File: src/hw/rtl/bmlg_pkg.sv
// ----------------------------------------------------------------------------
// bmlg_pkg
// Shared types, constants and the luma function for the box-masked luma
// gradient block.
// ----------------------------------------------------------------------------
package bmlg_pkg;

  localparam int unsigned DIM_W   = 11;  // column, row, frame size, box side
  localparam int unsigned POS_W   = 12;  // signed box corner
  localparam int unsigned BOUND_W = 13;  // signed box bound, never wraps
  localparam int unsigned IDX_W   = 4;   // box index field
  localparam int unsigned PIX_W   = 24;
  localparam int unsigned LUMA_W  = 8;

  // BT.709 weights, Q0.16
  localparam logic [15:0] LUMA_WR = 16'd13933;
  localparam logic [15:0] LUMA_WG = 16'd46871;
  localparam logic [15:0] LUMA_WB = 16'd4732;

  localparam logic [DIM_W-1:0] FRAME_WIDTH_RST  = 11'd640;
  localparam logic [DIM_W-1:0] FRAME_HEIGHT_RST = 11'd480;

  // register indexes on the configuration port
  localparam logic CFG_FRAME_WIDTH  = 1'b0;
  localparam logic CFG_FRAME_HEIGHT = 1'b1;

  // item codes
  localparam logic CMD_PIXEL = 1'b0;
  localparam logic CMD_BOX   = 1'b1;

  typedef struct packed {
    logic                    en;
    logic [IDX_W-1:0]        index;
    logic signed [POS_W-1:0] left;
    logic signed [POS_W-1:0] top;
    logic [DIM_W-1:0]        side;
  } box_wr_t;

  // truncated luma of a packed RGB word
  function automatic logic [LUMA_W-1:0] luma_of(input logic [PIX_W-1:0] pix);
    logic [24:0] acc;
    acc = 25'(LUMA_WR * pix[7:0]) + 25'(LUMA_WG * pix[15:8])
        + 25'(LUMA_WB * pix[23:16]);
    return acc[23:16];
  endfunction

endpackage

File: src/hw/rtl/bmlg_box_store.sv
// ----------------------------------------------------------------------------
// bmlg_box_store
// Box register file and the parallel strictly-inside test for one position.
// ----------------------------------------------------------------------------
module bmlg_box_store import bmlg_pkg::*; #(
  parameter int NUM_BOXES = 11
) (
  input  logic             clk,
  input  logic             rst,
  input  box_wr_t          wr,
  input  logic [DIM_W-1:0] column,
  input  logic [DIM_W-1:0] row,
  output logic             in_box
);

  logic signed [POS_W-1:0] box_left [NUM_BOXES];
  logic signed [POS_W-1:0] box_top  [NUM_BOXES];
  logic [DIM_W-1:0]        box_side [NUM_BOXES];
  logic [NUM_BOXES-1:0]    hit;

  logic signed [BOUND_W-1:0] col_s;
  logic signed [BOUND_W-1:0] row_s;

  assign col_s = {2'b00, column};
  assign row_s = {2'b00, row};

  for (genvar k = 0; k < NUM_BOXES; k++) begin : g_box
    logic signed [BOUND_W-1:0] left_e, top_e, right_e, bottom_e;

    always_ff @(posedge clk) begin
      if (rst) begin
        box_left[k] <= '0;
        box_top[k]  <= '0;
        box_side[k] <= '0;
      end else if (wr.en && ({1'b0, wr.index} == 5'(k))) begin
        box_left[k] <= wr.left;
        box_top[k]  <= wr.top;
        box_side[k] <= wr.side;
      end
    end

    assign left_e   = BOUND_W'(box_left[k]);
    assign top_e    = BOUND_W'(box_top[k]);
    assign right_e  = left_e + $signed({2'b00, box_side[k]});
    assign bottom_e = top_e + $signed({2'b00, box_side[k]});

    assign hit[k] = (col_s > left_e) && (col_s < right_e) &&
                    (row_s > top_e) && (row_s < bottom_e);
  end

  assign in_box = |hit;

endmodule

File: src/hw/rtl/box_masked_luma_gradient_core.sv
// ----------------------------------------------------------------------------
// box_masked_luma_gradient_core
// Replaces pixels strictly inside any stored box by the absolute BT.709 luma
// difference to the previous in-box pixel of the row; others pass through.
// ----------------------------------------------------------------------------
// Usage:
//   Input channel (in_valid / in_stall) carries one word per item: cmd = 0 is
//   a raster-order pixel, cmd = 1 loads box entry box_index (out-of-range
//   indexes are dropped) and gives no output word.
//   Output channel (out_valid / out_stall) returns one word per pixel.
//   Configuration: cfg_write with cfg_index 0 sets frame_width, 1 sets
//   frame_height; only while the block is idle. Counters are not reset.
// Timing:
//   One word accepted per cycle while in_stall is low. A pixel's result is
//   registered on acceptance, in the output register or, if held, the skid.
//   The luma multiply-add, box compare and counter update are combinational,
//   since the next pixel needs the updated previous luma and position.
// Stall:
//   A second output register (skid) catches the word accepted while the
//   receiver stalls; in_stall rises only once the skid is full, so the
//   input never waits on the output register alone.
// Reset:
//   Synchronous, active high. Frame size returns to 640 x 480, counters and
//   previous luma to zero, all boxes to size zero (none active), both
//   output registers empty.
// ----------------------------------------------------------------------------
module box_masked_luma_gradient_core import bmlg_pkg::*; #(
  parameter int NUM_BOXES = 11
) (
  input  logic                    clk,
  input  logic                    rst,
  // configuration
  input  logic                    cfg_write,
  input  logic                    cfg_index,
  input  logic [DIM_W-1:0]        cfg_data,
  // input channel
  input  logic                    in_valid,
  output logic                    in_stall,
  input  logic                    cmd,
  input  logic [PIX_W-1:0]        pixel_word,
  input  logic [IDX_W-1:0]        box_index,
  input  logic signed [POS_W-1:0] box_x,
  input  logic signed [POS_W-1:0] box_y,
  input  logic [DIM_W-1:0]        box_size,
  // output channel
  output logic                    out_valid,
  input  logic                    out_stall,
  output logic [PIX_W-1:0]        out_pixel_word
);

  // configuration registers
  logic [DIM_W-1:0] frame_width;
  logic [DIM_W-1:0] frame_height;

  // stream state
  logic [DIM_W-1:0]  column_count, column_count_next;
  logic [DIM_W-1:0]  row_count, row_count_next;
  logic [LUMA_W-1:0] previous_luma, previous_luma_next;

  // skid register
  logic             skid_valid;
  logic [PIX_W-1:0] skid_word;

  logic             accept, pixel_in, pop, in_box;
  logic             col_wrap, row_wrap;
  logic [LUMA_W-1:0] luma, diff;
  logic [PIX_W-1:0] result;
  box_wr_t          box_wr;

  assign in_stall = skid_valid;
  assign accept   = in_valid && !in_stall;
  assign pixel_in = accept && (cmd == CMD_PIXEL);
  assign pop      = out_valid && !out_stall;

  // --- configuration ---
  always_ff @(posedge clk) begin
    if (rst) begin
      frame_width  <= FRAME_WIDTH_RST;
      frame_height <= FRAME_HEIGHT_RST;
    end else if (cfg_write) begin
      case (cfg_index)
        CFG_FRAME_WIDTH:  frame_width  <= cfg_data;
        CFG_FRAME_HEIGHT: frame_height <= cfg_data;
        default: ;
      endcase
    end
  end

  // --- box store ---
  assign box_wr.en    = accept && (cmd == CMD_BOX);
  assign box_wr.index = box_index;
  assign box_wr.left  = box_x;
  assign box_wr.top   = box_y;
  assign box_wr.side  = box_size;

  bmlg_box_store #(
    .NUM_BOXES (NUM_BOXES)
  ) u_boxes (
    .clk    (clk),
    .rst    (rst),
    .wr     (box_wr),
    .column (column_count),
    .row    (row_count),
    .in_box (in_box)
  );

  // --- pixel path ---
  assign luma   = luma_of(pixel_word);
  assign diff   = (luma >= previous_luma) ? luma - previous_luma
                                          : previous_luma - luma;
  assign result = in_box ? {diff, diff, diff} : pixel_word;

  // wrap when count + 1 reaches the size, so a size of zero acts as one
  assign col_wrap = ({1'b0, column_count} + 12'd1) >= {1'b0, frame_width};
  assign row_wrap = ({1'b0, row_count} + 12'd1) >= {1'b0, frame_height};

  always_comb begin
    column_count_next  = column_count;
    row_count_next     = row_count;
    previous_luma_next = previous_luma;
    if (pixel_in) begin
      if (in_box) begin
        previous_luma_next = luma;
      end
      if (col_wrap) begin
        column_count_next  = '0;
        previous_luma_next = '0;    // row start
        row_count_next     = row_wrap ? '0 : row_count + 1'b1;
      end else begin
        column_count_next = column_count + 1'b1;
      end
    end
  end

  always_ff @(posedge clk) begin
    if (rst) begin
      column_count  <= '0;
      row_count     <= '0;
      previous_luma <= '0;
    end else begin
      column_count  <= column_count_next;
      row_count     <= row_count_next;
      previous_luma <= previous_luma_next;
    end
  end

  // --- output register and skid ---
  // Accepts only happen with the skid empty, so a held main register
  // always has room in the skid for the new word.
  always_ff @(posedge clk) begin
    if (rst) begin
      out_valid  <= 1'b0;
      skid_valid <= 1'b0;
    end else if (!out_valid || pop) begin
      out_valid  <= skid_valid || pixel_in;
      skid_valid <= 1'b0;
    end else if (pixel_in) begin
      skid_valid <= 1'b1;
    end
  end

  always_ff @(posedge clk) begin
    if (!out_valid || pop) begin
      out_pixel_word <= skid_valid ? skid_word : result;
    end
    if (out_valid && !pop && pixel_in) begin
      skid_word <= result;
    end
  end

endmodule

File: config.mk
export PLATFORM = sky130hd
export DESIGN_NAME = box_masked_luma_gradient_core
export DESIGN_NICKNAME = d
export VERILOG_FILES = /design/src/hw/rtl/bmlg_pkg.sv /design/src/hw/rtl/bmlg_box_store.sv /design/src/hw/rtl/box_masked_luma_gradient_core.sv
export SDC_FILE = /design/constraint.sdc
export NUM_CORES = 2
export LEC_CHECK = 0
export ABC_CLOCK_PERIOD_IN_PS = 27100
export BUFFER_PORTS_ARGS = -buffer_cell sky130_fd_sc_hd__buf_2
export CAP_MARGIN = 25
export CORE_MARGIN = 4
export CORE_UTILIZATION = 52
export CTS_BUF_LIST = sky130_fd_sc_hd__clkbuf_16
export DETAILED_ROUTE_END_ITERATION = 8
export PLACE_DENSITY = 0.75
export SYNTH_ARGS = -nofsm -noshare
export SYNTH_HDL_FRONTEND = slang
export SYNTH_SLANG_ARGS = --single-unit
export TNS_END_PERCENT = 5
File: constraint.sdc
create_clock -name clk -period 27.1 [get_ports clk]
set_input_delay 5.42 -clock clk [delete_from_list [all_inputs] [get_ports clk]]
set_output_delay 5.42 -clock clk [all_outputs]
set_load 0.005 [all_outputs]
==> results.toml <==
[detailed_routing]
dr.pass1.iters = 6
wirelength_um = 138600
drt_iter0_markers = 3712
via_per_inst = 6.096
drt-wirelength-per-cell_um = 22.44
drc = 0
vias = 37646
ant_nets = 0

[setup_path]
worst-setup-path-type = "input pin to register"
critPathTopFamily = "adder cells"
r2r-start = "u_boxes.box_side[4][0]$_SDFFCE_PN0P_"
cpPeakStageDelay_ns = 0.65
crit_buf_inv = 7
cp_slowest_cell = "fa_1"
reg2reg_depth = 21
path_depth = 42
critPathLaunchType = "input pin"
crit_start = "pixel_word[21]"
end_kind = "register"
arrival_ns = 16.46
crit_path_max_fanout = 13
crit_required_ns = 27.49
path_common_cell = "fa_1"

[place]
post-place-ws_ns = 10.51
place_area_mm2 = 0.04939
port_buffers = 106
dp_cells = 6016
gp_congestion = 0.9359
hpwl_um = 97140

[clock_tree]
cts_made_buffers = 55
cts_buffer_depth = 3
post_cts_buffers = 0
clkTransAtPathRegs_ns = 0.06
clock_sinks = 487
tritoncts = "done"
htreeDepth = 2
cts-hold-fix-buffers = 0
insertion_delay_ns = 0.64
cts-resized-gates = 0
root_buffer = "clkbuf_16"

[floorplan]
die_area_mm2 = 0.09572
initial_core_util = 0.5247
fp.dieW_um = 309.4
die_h_um = 309.4
row_count = 110
core_area_mm2 = 0.09001
ios = 107

[hold_path]
hold_path_depth = 2
hp-class = "register to register"
min_from = "frame_width[5]$_SDFFE_PP0P_"

[synth]
synth_flop_cell = "edfxtp_1"
synth_seq_cells = 487
synth_nets = 5911
seq_area_frac_synth = 0.2982
postSynthCellCount = 4786
ys_warn_count = 0
avgSynthCellArea_um2 = 9.869
synth_edf_count = 433
synthArstFlopShare = 0
ys_types = 88
synth_area_mm2 = 0.04723

[cells_and_area]
stdcell_count = 6176
fin_area_mm2 = 0.05152
nFillCells = 7574
area_delta_synth_final_pct = 9.078
layout-drive-gt1-share = 0.07326
final_nets = 6033

[timing]
fin_crit_sh = 0.5932
setup_tns_ns = 0
rsz0062_at_grt = "false"
slew_viol_final = 0
setup_violations = 0
worst_pin_slew_ns = 1.016
hold_viol_final = 0
fin_worst_skew_ns = 0.02036
max-slew-margin-rel = 0.3211
max_freq_mhz = 62.20
setup_slack_ns = 11.02
min_period_ns = 16.08

[power]
power.total_w = 0.006624
ir_drop_uv = 480.4
powerDensity_mw_per_mm2 = 128.6
leakage_nw = 24.27

[global_routing]
grt_pass1_wl_um = 210700
grt_start_max_net_pins = 64
grt-ovfl-total = 0
grt_usage = 0.2878
grt_pass1_vias = 36800
antenna_found_initial = 30

[outcome]
status = "completed"

[job]
max-cap-violations = 0
[metal layers]
metal | GRT usage | routed length, um | vias up
met3 | 0.04553 | 13280 | 428
met2 | 0.4715 | 63520 | 1740
li1 | - | - | 17416
met1 | 0.3681 | 53800 | 18060
met5 | 0 | 13 | -
met4 | 0.1545 | 7995 | 2
[placed cells by master (no fill, tap or decap), types with 20 or more instances in the layout]
cell type and instances:
ha_1 882, inv_1 599, edfxtp_1 433, and2_1 397, a21oi_1 291, nand2_1 200
nor2_1 189, o21ai_0 186, fa_1 162, xor2_1 123, a21o_1 119, xnor2_1 112
buf_2 107, nor3_1 86, nand3_1 71, o21a_1 60, nand4_1 57, nor2b_1 57
nand2b_1 56, clkbuf_16 56, a211oi_1 46, diode_2 45, o21bai_1 41, buf_4 40
dfxtp_1 34, mux2_2 33, and3_1 31, o211ai_1 30, a211o_1 25, or3_1 25
o2111ai_1 20, a2111oi_0 20, dfxtp_2 20
[cells by family (layout without fill, tap and decap cells)]
family                   Yosys count  after routing  synth area share
XOR/XNOR                         235            235           0.04358
adder cells (fa/ha/maj)         1044           1044            0.3023
buffers and inverters            681            850           0.05446
AND/OR/NAND/NOR                 1259           1259            0.1443
other                              0             45                 0
multiplexers                      62             62           0.01528
flip-flops                       487            487            0.2982
AO/OA/AOI/OAI                   1018           1018            0.1419
[Yosys cell counts (all sizes together) (10+ instances only)]
cell type	number	area, um2
a211oi	47	357.8
nand2b	56	350.3
fa	162	3243
and3	31	193.9
o41ai	11	118.9
a21o	119	893.4
nand3b	13	97.59
clkbuf	92	345.3
nor2	194	728.2
ha	882	11040
o2111ai	20	175.2
o21a	60	450.4
a2111oi	24	229.0
edfxtp	433	13000
o21bai	52	390.4
a31oi	17	106.4
xnor2	112	980.9
inv	584	2192
or2	16	100.1
mux2i	17	170.2
a211o	25	219.0
or4	10	75.07
xor2	123	1077
o21ai	203	1016
mux2	45	551.8
and2	397	2484
nor2b	57	356.6
o211ai	32	250.2
nand3	72	372.9
nand2	200	750.7
nand4b	10	87.58
or3	25	156.4
nand4	57	356.6
a21oi	292	1465
o31ai	13	97.59
a311oi	10	100.1
dfxtp	54	1081
nor3	89	445.4
[sequential cells by signal (all words and copies together) (netlist names)]
register          cells
u_boxes.box_side    121
frame_height         11
skid_word            24
u_boxes.box_left    132
u_boxes.box_top     132
out_valid             1
frame_width          11
row_count            11
column_count         11
in_stall              1
out_pixel_word       24
previous_luma         8
[final cells by class]
class / instances / area, um2 / share of cell area
clock buffers: 56 / 1401 / 0.02720
repair buffers: 162 / 1115 / 0.02164
flip-flops and latches: 487 / 14110 / 0.2738
clock inverters: 48 / 390.4 / 0.007577
multi-input cells: 3618 / 30730 / 0.5964
diodes: 45 / 112.6 / 0.002186
inverters: 584 / 2192 / 0.04255
well taps: 1176 / 1471 / 0.02856
[power by group]
part | total, W | internal [W] | switching, W
sequential | 0.00125 | 0.00120 | 0.0000481
clock | 0.000758 | 0.000431 | 0.000327
combinational | 0.00462 | 0.00216 | 0.00247
total | 0.00662 | 0.00378 | 0.00284
[through the flow]
step / hold slack, ns / util
after CTS: 0.4551 / 0.5686
after detailed placement: 0.4465 / 0.5487
after floorplan: 0.4363 / -
final: 0.4565 / 0.5724
after global placement: 0.4443 / 0.5481
after global routing: 0.4794 / 0.5712
[worst register-to-register path, delay by kind of cell (launching register included)]
| kind | cells | cell delay [ns] |
|---|---|---|
| AO/OA/AOI/OAI | 11 | 2.72 |
| adder cells (fa/ha/maj) | 3 | 0.99 |
| buffers and inverters | 1 | 0.22 |
| flip-flops | 1 | 0.44 |
| multiplexers | 2 | 0.74 |
| AND/OR/NAND/NOR | 4 | 0.69 |
[final timing paths]
| kind | to | slack [ns] |
|---|---|---|
| worst max-delay path | out_pixel_word[5]$_DFFE_PP_ | 11.02 |
| worst min-delay path | frame_width[5]$_SDFFE_PP0P_ | 0.46 |
| worst max register to register | out_pixel_word[3]$_DFFE_PP_ | 21.04 |
| worst min register to register | frame_width[5]$_SDFFE_PP0P_ | 0.46 |
Power figures use the tool's default switching activity.
